### config.mk
export PLATFORM = sky130hd
export DESIGN_NAME = battery_temp_rise_monitor_unit
export DESIGN_NICKNAME = d
export VERILOG_FILES = /design/src/rtl/btrm_pkg.sv /design/src/rtl/battery_temp_rise_monitor_unit.sv /design/src/rtl/btrm_ctrl.sv /design/src/rtl/btrm_dp.sv
export SDC_FILE = /design/constraint.sdc
export NUM_CORES = 1
export LEC_CHECK = 0
export ABC_AREA = 1
export BUFFER_PORTS_ARGS = -buffer_cell sky130_fd_sc_hd__buf_2
export CORE_MARGIN = 1.5
export CORE_UTILIZATION = 42
export DETAILED_ROUTE_END_ITERATION = 16
export SYNTH_ARGS = -nofsm -noshare
export SYNTH_HDL_FRONTEND = slang
export SYNTH_HIERARCHICAL = 1
export SYNTH_SLANG_ARGS = --single-unit
### constraint.sdc
create_clock -name clk -period 8.52 [get_ports clk]
set_input_delay 0.426 -clock clk [delete_from_list [all_inputs] [get_ports clk]]
set_output_delay 0.426 -clock clk [all_outputs]
set_load 0.1 [all_outputs]
### src/rtl/btrm_pkg.sv
// ----------------------------------------------------------------------------
// btrm_pkg
// Shared constants, codes and types of the battery temperature rise monitor.
// ----------------------------------------------------------------------------
package btrm_pkg;

	localparam int MODULES  = 8;
	localparam int SENS_CNT = MODULES + 1;
	localparam int SIDX_W   = $clog2(SENS_CNT);
	localparam int MIDX_W   = 3;

	localparam logic [SIDX_W-1:0] AMB_IDX = SIDX_W'(MODULES);

	localparam logic [7:0]  TEMP_INVALID = 8'd99;
	localparam logic [3:0]  CNT_MAX      = 4'd15;
	localparam logic [11:0] READ_MAX     = 12'd1584;

	localparam logic [1:0] FUNC_CHECK   = 2'd0;
	localparam logic [1:0] FUNC_CAPTURE = 2'd1;
	localparam logic [1:0] FUNC_CLEAR   = 2'd2;
	localparam logic [1:0] FUNC_AMBIENT = 2'd3;

	localparam int CFG_IDX_W = 3;
	localparam logic [CFG_IDX_W-1:0] CFG_RISE_THR     = 3'd0;
	localparam logic [CFG_IDX_W-1:0] CFG_RISE_MAX_THR = 3'd1;
	localparam logic [CFG_IDX_W-1:0] CFG_AMB_MODE     = 3'd2;
	localparam logic [CFG_IDX_W-1:0] CFG_MOD_OFFSETS  = 3'd3;
	localparam logic [CFG_IDX_W-1:0] CFG_AMB_OFFSET   = 3'd4;

	typedef enum logic [1:0] {
		ST_IDLE,
		ST_EXEC,
		ST_HOLD
	} state_t;

	typedef struct packed {
		logic load;
		logic exec;
	} dp_cmd_t;

endpackage

### src/rtl/battery_temp_rise_monitor_unit.sv
// ----------------------------------------------------------------------------
// battery_temp_rise_monitor_unit
// Per-sensor temperature sampling, peak tracking and rise grading.
// ----------------------------------------------------------------------------
// Sequence: an accepted request is registered, the update step runs in ST_EXEC
//   and the result is held in ST_HOLD until it is accepted. One request at a
//   time: the next is taken the cycle after the result is accepted.
// Reset: all sensor stores, counters and config registers return to their
//   defaults at once; no clearing pass.
module battery_temp_rise_monitor_unit (
	input  logic                           clk,
	input  logic                           arst_n,
	input  logic                           in_valid,
	output logic                           in_stall,
	input  logic [1:0]                     func,
	input  logic [btrm_pkg::MIDX_W-1:0]    sensor_index,
	input  logic signed [11:0]             reading_sixteenths,
	output logic                           out_valid,
	input  logic                           out_stall,
	output logic [1:0]                     alert_level,
	output logic                           sampled,
	output logic [7:0]                     current_temp,
	output logic [7:0]                     initial_temp,
	output logic [7:0]                     highest_temp,
	input  logic                           cfg_valid,
	output logic                           cfg_ready,
	input  logic [btrm_pkg::CFG_IDX_W-1:0] cfg_index,
	input  logic [63:0]                    cfg_data
);
	import btrm_pkg::*;

	dp_cmd_t cmd;

	assign cfg_ready = 1'b1;

	btrm_ctrl u_ctrl (
		.clk       (clk),
		.arst_n    (arst_n),
		.in_valid  (in_valid),
		.in_stall  (in_stall),
		.out_valid (out_valid),
		.out_stall (out_stall),
		.cmd       (cmd)
	);

	btrm_dp u_dp (
		.clk                (clk),
		.arst_n             (arst_n),
		.cmd                (cmd),
		.cfg_we             (cfg_valid && cfg_ready),
		.cfg_index          (cfg_index),
		.cfg_data           (cfg_data),
		.func               (func),
		.sensor_index       (sensor_index),
		.reading_sixteenths (reading_sixteenths),
		.alert_level        (alert_level),
		.sampled            (sampled),
		.current_temp       (current_temp),
		.initial_temp       (initial_temp),
		.highest_temp       (highest_temp)
	);

endmodule

### src/rtl/btrm_ctrl.sv
// ----------------------------------------------------------------------------
// btrm_ctrl
// Sequencer: takes a request, runs the update step, holds the result.
// ----------------------------------------------------------------------------
module btrm_ctrl (
	input  logic              clk,
	input  logic              arst_n,
	input  logic              in_valid,
	output logic              in_stall,
	output logic              out_valid,
	input  logic              out_stall,
	output btrm_pkg::dp_cmd_t cmd
);
	import btrm_pkg::*;

	state_t state_q;
	state_t state_d;

	always_ff @(posedge clk or negedge arst_n) begin
		if (!arst_n) begin
			state_q <= ST_IDLE;
		end else begin
			state_q <= state_d;
		end
	end

	always_comb begin
		state_d   = state_q;
		in_stall  = 1'b1;
		out_valid = 1'b0;
		cmd       = '0;
		unique case (state_q)
			ST_IDLE: begin
				in_stall = 1'b0;
				if (in_valid) begin
					cmd.load = 1'b1;
					state_d  = ST_EXEC;
				end
			end
			ST_EXEC: begin
				cmd.exec = 1'b1;
				state_d  = ST_HOLD;
			end
			ST_HOLD: begin
				out_valid = 1'b1;
				if (!out_stall) begin
					state_d = ST_IDLE;
				end
			end
			default: begin
				state_d = ST_IDLE;
			end
		endcase
	end

endmodule

### src/rtl/btrm_dp.sv
// ----------------------------------------------------------------------------
// btrm_dp
// Datapath: config registers, per-sensor stores, sampling and grading.
// ----------------------------------------------------------------------------
module btrm_dp (
	input  logic                             clk,
	input  logic                             arst_n,
	input  btrm_pkg::dp_cmd_t                cmd,
	input  logic                             cfg_we,
	input  logic [btrm_pkg::CFG_IDX_W-1:0]   cfg_index,
	input  logic [63:0]                      cfg_data,
	input  logic [1:0]                       func,
	input  logic [btrm_pkg::MIDX_W-1:0]      sensor_index,
	input  logic signed [11:0]               reading_sixteenths,
	output logic [1:0]                       alert_level,
	output logic                             sampled,
	output logic [7:0]                       current_temp,
	output logic [7:0]                       initial_temp,
	output logic [7:0]                       highest_temp
);
	import btrm_pkg::*;

	// config
	logic [7:0]  rise_thr_q;
	logic [7:0]  rise_max_thr_q;
	logic        amb_mode_q;
	logic [63:0] mod_off_q;
	logic [7:0]  amb_off_q;

	// state
	logic [3:0] cnt_q  [SENS_CNT];
	logic [7:0] cur_q  [SENS_CNT];
	logic [7:0] init_q [MODULES];
	logic [7:0] high_q [MODULES];

	// captured request
	logic [1:0]        func_q;
	logic [MIDX_W-1:0] idx_q;
	logic [11:0]       raw_q;

	always_ff @(posedge clk or negedge arst_n) begin
		if (!arst_n) begin
			rise_thr_q     <= 8'd7;
			rise_max_thr_q <= 8'd10;
			amb_mode_q     <= 1'b0;
			mod_off_q      <= '0;
			amb_off_q      <= '0;
		end else if (cfg_we) begin
			unique case (cfg_index)
				CFG_RISE_THR:     rise_thr_q     <= cfg_data[7:0];
				CFG_RISE_MAX_THR: rise_max_thr_q <= cfg_data[7:0];
				CFG_AMB_MODE:     amb_mode_q     <= cfg_data[0];
				CFG_MOD_OFFSETS:  mod_off_q      <= cfg_data;
				CFG_AMB_OFFSET:   amb_off_q      <= cfg_data[7:0];
				default: ;
			endcase
		end
	end

	always_ff @(posedge clk) begin
		if (cmd.load) begin
			func_q <= func;
			idx_q  <= sensor_index;
			raw_q  <= reading_sixteenths;
		end
	end

	logic              idx_ok;
	logic              is_amb;
	logic              touch;
	logic [SIDX_W-1:0] sel;
	logic [3:0]        cnt_old;
	logic [7:0]        cur_old;
	logic [7:0]        init_old;
	logic [7:0]        high_old;
	logic [7:0]        off;
	logic              take;
	logic [7:0]        whole;
	logic [7:0]        cur_new;
	logic [7:0]        high_new;
	logic [7:0]        ref_t;
	logic signed [9:0] rise;
	logic [1:0]        level;

	always_comb begin
		idx_ok   = ({1'b0, idx_q} < (MIDX_W + 1)'(MODULES));
		is_amb   = (func_q == FUNC_AMBIENT);
		touch    = is_amb || (idx_ok && (func_q == FUNC_CHECK || func_q == FUNC_CAPTURE));
		sel      = is_amb ? AMB_IDX : SIDX_W'(idx_q);
		cnt_old  = cnt_q[sel];
		cur_old  = cur_q[sel];
		init_old = init_q[idx_q];
		high_old = high_q[idx_q];
		off      = is_amb ? amb_off_q : mod_off_q[{idx_q, 3'b000} +: 8];
		take     = (cnt_old == CNT_MAX) || (cur_old == 8'd0) || (cur_old == TEMP_INVALID)
			|| (func_q == FUNC_CAPTURE);
		if (raw_q[11] || raw_q > READ_MAX) begin
			whole = cur_old;
		end else begin
			whole = {1'b0, raw_q[10:4]};
		end
		cur_new  = (touch && take) ? (whole + off) : cur_old;
		high_new = (cur_new > high_old && cur_new != TEMP_INVALID) ? cur_new : high_old;
		ref_t    = amb_mode_q ? cur_q[AMB_IDX] : init_old;
		rise     = $signed({2'b00, cur_new}) - $signed({2'b00, ref_t});
		level    = 2'd0;
		if (rise > $signed({2'b00, rise_thr_q}) && cur_new != TEMP_INVALID
			&& cur_new != 8'd0) begin
			level = (rise > $signed({2'b00, rise_max_thr_q})) ? 2'd2 : 2'd1;
		end
	end

	always_ff @(posedge clk or negedge arst_n) begin
		if (!arst_n) begin
			for (int i = 0; i < SENS_CNT; i++) begin
				cnt_q[i] <= '0;
				cur_q[i] <= '0;
			end
			for (int i = 0; i < MODULES; i++) begin
				init_q[i] <= '0;
				high_q[i] <= '0;
			end
		end else if (cmd.exec) begin
			if (touch) begin
				cnt_q[sel] <= take ? 4'd0 : cnt_old + 4'd1;
				cur_q[sel] <= cur_new;
			end
			if (idx_ok) begin
				case (func_q)
					FUNC_CHECK:   high_q[idx_q] <= high_new;
					FUNC_CAPTURE: init_q[idx_q] <= cur_new;
					FUNC_CLEAR:   high_q[idx_q] <= '0;
					default: ;
				endcase
			end
		end
	end

	always_ff @(posedge clk) begin
		if (cmd.exec) begin
			alert_level  <= (idx_ok && func_q == FUNC_CHECK) ? level : 2'd0;
			sampled      <= touch && take;
			current_temp <= (is_amb || idx_ok) ? cur_new : 8'd0;
			if (!idx_ok) begin
				initial_temp <= 8'd0;
				highest_temp <= 8'd0;
			end else begin
				initial_temp <= (func_q == FUNC_CAPTURE) ? cur_new : init_old;
				case (func_q)
					FUNC_CHECK: highest_temp <= high_new;
					FUNC_CLEAR: highest_temp <= 8'd0;
					default:    highest_temp <= high_old;
				endcase
			end
		end
	end

endmodule

==> out/metrics.yaml, run 1 <==
status: "complete, no violations"
vdd_ir_drop_max_mv: 0.208
start_kind: "flip-flop"
switching_share: 0.461
p_seq_frac: 0.320
yosysMostFrequentCell: "nand2_1"
placementRows: 76
crit_top_cell: "nand2_1"
ys_types: 53
vias: 15300
cts_buffers: 43
nets: 2306
io_buffers: 117
cts_setup_buffers: 0
p_leak_nw: 10.0
async_reset_ff_frac: 0.881
core_um2: 42900
clock_skew_ps: 19.0
ys_ff_latch: 371
worstSetupPathType: "flip-flop to flip-flop"
max_freq_mhz: 144
netlist_area_um2: 18200
synth-edff-count: 44
rsz0062_at_grt: "no"
finalSetupViolations: 0
final_util: 0.481
placed_cells: 2715
p_switching_mw: 4.10
cts_root_buf: "clkbuf_16"
antennaDiodeCount: 0
drive_gt1_frac: 0.134
cts_tree: "built"
grt_util_all_layers: 0.252
power_frac_comb: 0.475
die_w_um: 211
io_pins: 119
syn_area_per_cell_um2: 8.66
finalHoldViolCount: 0
hold_class: "primary input to flip-flop"
remaining_drc_errors: 0
dr.first_iter.drc_count: 1427
fp.dieH_um: 211
vias_per_cell: 5.46
synth_area_leaders: "dfrtp_1 44%, nand2_1 14%, edfxtp_1 7.3%, o21ai_0 6.5%, inv_1 3.3%"
power.density_nw_per_um2: 430
worstMarginPinSlew_ps: 1100
synth_seq_area_share: 0.523
wl_per_cell_um: 19.6
dr.pass1.iters: 5
clkTransAtPathRegs_ps: 60
worst-path-max-fanout: 35
crit_path_top_delay_cell: "nand2_1"
cts_htree_levels: 2
numClockSinks: 371
dp_slack_ps: 1660
synthFlopType: "dfrtp_1"
grt_pass1_wl_um: 86400
period_needed_ps: 6950
maxSlewViolCount: 0
holdWs_ps: 24.4
wl_um: 54900
synth_top_area_frac: 0.443
worst_slack_ps: 1570
slowest_delay_ps: 790
netlist.top_cell.by_area: "dfrtp_1"
netlist_instances: 2099
ys_warn_count: 6
cts_buffer_depth: 3
grt_pass1_vias: 15000
clkPwrFrac: 0.206
end_kind: "flip-flop"
fin_tns_setup_ps: 0
areaGrowthSynthToFinish_pct: 13.6
clk-insertion-delay-late_ps: 580
syn-num-nets: 2229
gp_congestion: 0.889
p_int_mw: 4.78
period_share: 0.816
grt_max_degree: 133
overflow: 0
synth_common_cells: "681 x nand2_1, 322 x dfrtp_1, 236 x o21ai_0"
ant_nets: 0
start_util: 0.424
die_area_um2: 44500
antenna_found_initial: 0
slew_headroom: 0.267
layoutNonFillerInstCount: 2796
cp.arrival_ps: 7380
dp_hpwl_um: 36600
maxCapViolCount: 0
cp.required_ps: 8950
## cell families (layout without fill, tap and decap cells)
kind of cell               count (synthesis)  count (layout)  share of synthesized area
AOI/OAI and AO/OA                        381             381                      0.121
xor gates and xnor gates                  10              10                    0.00482
adders and majority gates                 41              41                     0.0291
buffers and inverters                    274             386                     0.0593
DFF                                      371             371                      0.523
muxes                                     45              45                     0.0276
other                                      1               1                   0.000206
and+or+nand+nor                          976             976                      0.234
## flip-flops by register name, indices dropped and copies added, names as in the netlist
register             flops
u_dp/init_q             64
u_dp/cur_q              72
u_dp/cnt_q              36
u_dp/rise_thr_q          8
u_dp/highest_temp        8
u_dp/func_q              2
u_dp/amb_off_q           8
u_dp/alert_level         2
u_dp/high_q             64
u_ctrl/state_q           2
u_dp/raw_q              12
u_dp/current_temp        8
u_dp/amb_mode_q          1
u_dp/rise_max_thr_q      8
u_dp/initial_temp        8
u_dp/sampled             1
u_dp/mod_off_q          64
u_dp/idx_q               3
## path summary, 6_finish.rpt
path,from,endpoint,slack (ps),depth (start not counted)
setup / recovery,u_dp/func_q[0],u_dp/alert_level[0],1570,33
hold / removal,reading_sixteenths[1],u_dp/raw_q[1],20,1
setup reg to reg,u_dp/func_q[0],u_dp/alert_level[0],1570,33
hold reg to reg,u_dp/high_q[50],u_dp/high_q[50],480,2
max in group asynchronous,arst_n,u_dp/high_q[20],6350,3
min in group asynchronous,arst_n,u_dp/cnt_q[31],510,2
## area by class of cell
| cell class | instances | area (um^2) |
|---|---|---|
| Clock inverter | 16 | 120 |
| Multi-Input combinational cell | 1454 | 7600 |
| Clock buffer | 64 | 1280 |
| Timing Repair Buffer | 138 | 768 |
| Sequential cell | 371 | 9510 |
| Inverter | 168 | 633 |
| Fill cell | 4164 | 22200 |
| Tap cell | 585 | 732 |
## worst max-delay path: cells and delay by family (launching register included)
family                   cells  cell delay, ps
AO/OA/AOI/OAI                6            1040
XOR/XNOR                     1             190
adder cells (fa/ha/maj)      4            1040
buffers and inverters        2             160
flip-flops                   1             450
AND/OR/NAND/NOR             20            3900
## layer usage
layer,vias to the layer above,part of all wire,GRT usage
met5,-,0,0
met4,0,0.028,0.0813
met3,99,0.064,0.0382
met2,538,0.45,0.399
met1,7457,0.45,0.357
li1,7185,-,-
## metrics by stage
stage | area [um^2] | power (mW)
after floorplan | 18200 | 5.78
after global placement | 19200 | 6.96
after detailed placement | 19200 | 7.02
after CTS | 20600 | 8.89
after global routing | 20600 | 9.54
final | 20600 | 8.88
## power groups by stage
stage	combinational (mW)	clock, mW	sequential [mW]
finish	4.22	1.83	2.84
CTS	4.19	1.87	2.83
detailed placement	4.17	0	2.85
floorplan	2.72	0	3.05
global placement	4.12	0	2.84
global route	4.69	1.94	2.91
## layout by cell type (no fill, tap or decap), types with 6 or more instances in the layout
cell type  Yosys  routed
nand2_1      681     680
dfrtp_1      322     322
o21ai_0      236     236
inv_1        159     157
buf_2         13     116
nand4_1       92      92
nor2_1        77      76
nand3_1       60      59
clkbuf_16      0      44
edfxtp_1      44      44
a21oi_1       43      43
mux2_2        41      41
ha_1          39      39
a221oi_1      27      27
nand3b_1      25      25
a22o_1        20      20
buf_4          8      19
a22oi_1       18      18
clkbuf_8       0      10
clkbuf_1      71      10
o21ai_1       10      10
clkinv_2       0       9
nand3_2        9       9
nand2_4        9       9
nor3_1         7       7
or2_2          7       7
inv_2          5       6
## repair_timing
item                      4_1_cts  5_1_grt
hold endpoints to repair       17        0
hold buffers                    1        0
resized for setup               0        0
Power figures use the tool's default switching activity.
==> inputs of run 2 (changes only) <==
==> constraint.sdc (replaced) <==
create_clock -name clk -period 6.6 [get_ports clk]
set_input_delay 0.33 -clock clk [delete_from_list [all_inputs] [get_ports clk]]
set_output_delay 0.33 -clock clk [all_outputs]
set_load 0.1 [all_outputs]
==> run 2 against run 1 <==
Effect of this change:
- final cell count up 1.8%
- global-route usage down 0.42 points
- non-clock buffer count up 50
- total power up 29%
- routed wire length down 1.0%
- utilization up 1.1 points
- clock power up 31%
- critical path depth up 1
- critical path type unchanged
- largest cell class unchanged
- largest power group unchanged
==> out/metrics.yaml, run 2 (synthesis results as in run 1) <==
cts_setup_buffers: 0  # unchanged
cts_htree_levels: 2  # unchanged
start_kind: "flip-flop"  # unchanged
cp.required_ps: 7030  # was 8950 ps
wl_um: 54400  # was 54900 um
max_freq_mhz: 166  # was 144 MHz
n_fill_cell: 4099  # was 4164
cts_tree: "built"  # unchanged
hold_buffers: 39  # was 1
cp.arrival_ps: 6450  # was 7380 ps
nets: 2356  # was 2306
worstSetupPathType: "flip-flop to flip-flop"  # unchanged
final_cell_mix: "680 x nand2_1, 322 x dfrtp_1, 236 x o21ai_0"  # unchanged
wl_per_cell_um: 19.1  # was 19.6 um
finalSetupViolations: 0  # unchanged
cp-startpoint: "u_dp/func_q[0]"  # unchanged
slowest_delay_ps: 420  # was 790 ps
crit_top_cell: "nand2_1"  # unchanged
grt_max_degree: 163  # was 133
clkTransAtPathRegs_ps: 60  # about the same
io_buffers: 117  # unchanged
end_kind: "flip-flop"  # unchanged
worst_r2r_startpoint: "u_dp/func_q[0]"  # unchanged
vdd_ir_drop_max_mv: 0.307  # was 0.208 mV
io_pins: 119  # unchanged
placementRows: 76  # unchanged
hold_class: "primary input to flip-flop"  # unchanged
worstMarginPinSlew_ps: 1060  # was 1100 ps
p_leak_nw: 10.2  # was 10.0 nW
grt_pass1_vias: 14900  # was 15000
maxCapViolCount: 0  # unchanged
maxSlewViolCount: 0  # unchanged
min-delay-start: "cfg_data[48]"  # was reading_sixteenths[1]
grt_util_all_layers: 0.248  # was 0.252
grt_pass1_wl_um: 86000  # was 86400 um
dp_hpwl_um: 37000  # was 36600 um
remaining_drc_errors: 0  # unchanged
worst-path-max-fanout: 22  # was 35
crit_path_top_delay_cell: "edfxtp_1"  # was nand2_1
dr.first_iter.drc_count: 1589  # was 1427
antenna_found_initial: 0  # unchanged
clk-insertion-delay-late_ps: 570  # was 580 ps
rsz0062_at_grt: "no"  # unchanged
status: "complete, no violations"  # unchanged
numClockSinks: 371  # unchanged
multi_input_area_um2: 7600  # unchanged
regArea_um2: 9510  # unchanged
dr.pass1.iters: 5  # unchanged
worst_slack_ps: 581  # was 1570 ps
drive_gt1_frac: 0.135  # was 0.134
vias: 15500  # was 15300
cts_root_buf: "clkbuf_16"  # unchanged
gp_congestion: 0.918  # was 0.889
ant_nets: 0  # unchanged
dp_slack_ps: 633  # was 1660 ps
areaGrowthSynthToFinish_pct: 16.3  # was 13.6%
fp.dieH_um: 211  # unchanged
holdWs_ps: 21.9  # was 24.4 ps
largest_reg_flops: 72  # unchanged
vias_per_cell: 5.45  # was 5.46
die_area_um2: 44500  # unchanged
mostFrequentLayoutCell: "nand2_1"  # unchanged
period_needed_ps: 6020  # was 6950 ps
overflow: 0  # unchanged
cts_resized: 0  # unchanged
clock_skew_ps: 23.4  # was 19.0 ps
core_um2: 42900  # unchanged
antennaDiodeCount: 0  # unchanged
top_register: "u_dp/cur_q"  # unchanged
slew_headroom: 0.291  # was 0.267
power.density_nw_per_um2: 543  # was 430 nW/um^2
cts_buffers: 43  # unchanged
cts_buffer_depth: 3  # unchanged
die_w_um: 211  # unchanged
start_util: 0.424  # unchanged
finalHoldViolCount: 0  # unchanged
period_share: 0.912  # was 0.816
fin_tns_setup_ps: 0  # unchanged
-- run 2: cell types whose count changed in the layout (fill, tap and decap cells not counted), sizes merged --
cell,previous run,this run
dlygate4sd3,1,40
buf,137,148
clkbuf,64,53
clkinv,14,19
clkinvlp,2,6
bufinv,1,4
inv,167,165
-- run 2: critical path: cells and delay by family, from the launching register on --
family                     cells  cell delay [ps]
and+or+nand+nor               19             2120
AOI/OAI and AO/OA              6             1300
adders and majority gates      4             1030
buffers and inverters          4              830
DFF                            1              420
xor gates and xnor gates       1              180
-- run 2: worst paths after layout --
kind | endpoint | slack (ps) | depth (start not counted)
max | u_dp/alert_level[0] | 580 | 34
min | u_dp/mod_off_q[48] | 20 | 2
max reg2reg | u_dp/alert_level[0] | 580 | 34
min reg2reg | u_dp/cnt_q[6] | 480 | 2
max in group asynchronous | u_dp/rise_thr_q[6] | 4780 | 3
min in group asynchronous | u_dp/cnt_q[35] | 400 | 2
-- run 2: power by group --
group | internal (mW) | switching, mW
sequential | 3.20 | 0.471
clock | 1.42 | 0.984
combinational | 1.63 | 3.79
-- run 2: area by class of cell --
type | count | share of cell area
clock buffers | 53 | 0.0552
clock inverters | 26 | 0.0117
inverters | 168 | 0.0300
multi-input cells | 1454 | 0.360
flip-flops and latches | 371 | 0.450
well taps | 585 | 0.0346
repair buffers | 188 | 0.0587
-- run 2: metal layers --
metal / routed length, um / GRT usage / up-vias / part of all wire
met4: 1330 / 0.0677 / 0 / 0.024
li1: - / - / 7306 / -
met5: 0 / 0 / - / 0
met2: 25100 / 0.391 / 528 / 0.46
met1: 25000 / 0.358 / 7576 / 0.46
met3: 2950 / 0.0343 / 86 / 0.054
-- run 2: stage by stage --
stage	instance area, um^2	power [mW]	std cells	util
CTS	21100	11.5	2844	0.492
global route	21100	12.3	2845	0.493
finish	21100	11.5	2845	0.493
floorplan	18200	7.46	2099	-
detailed placement	19300	9.02	2726	0.450
global placement	19300	8.95	2726	0.450
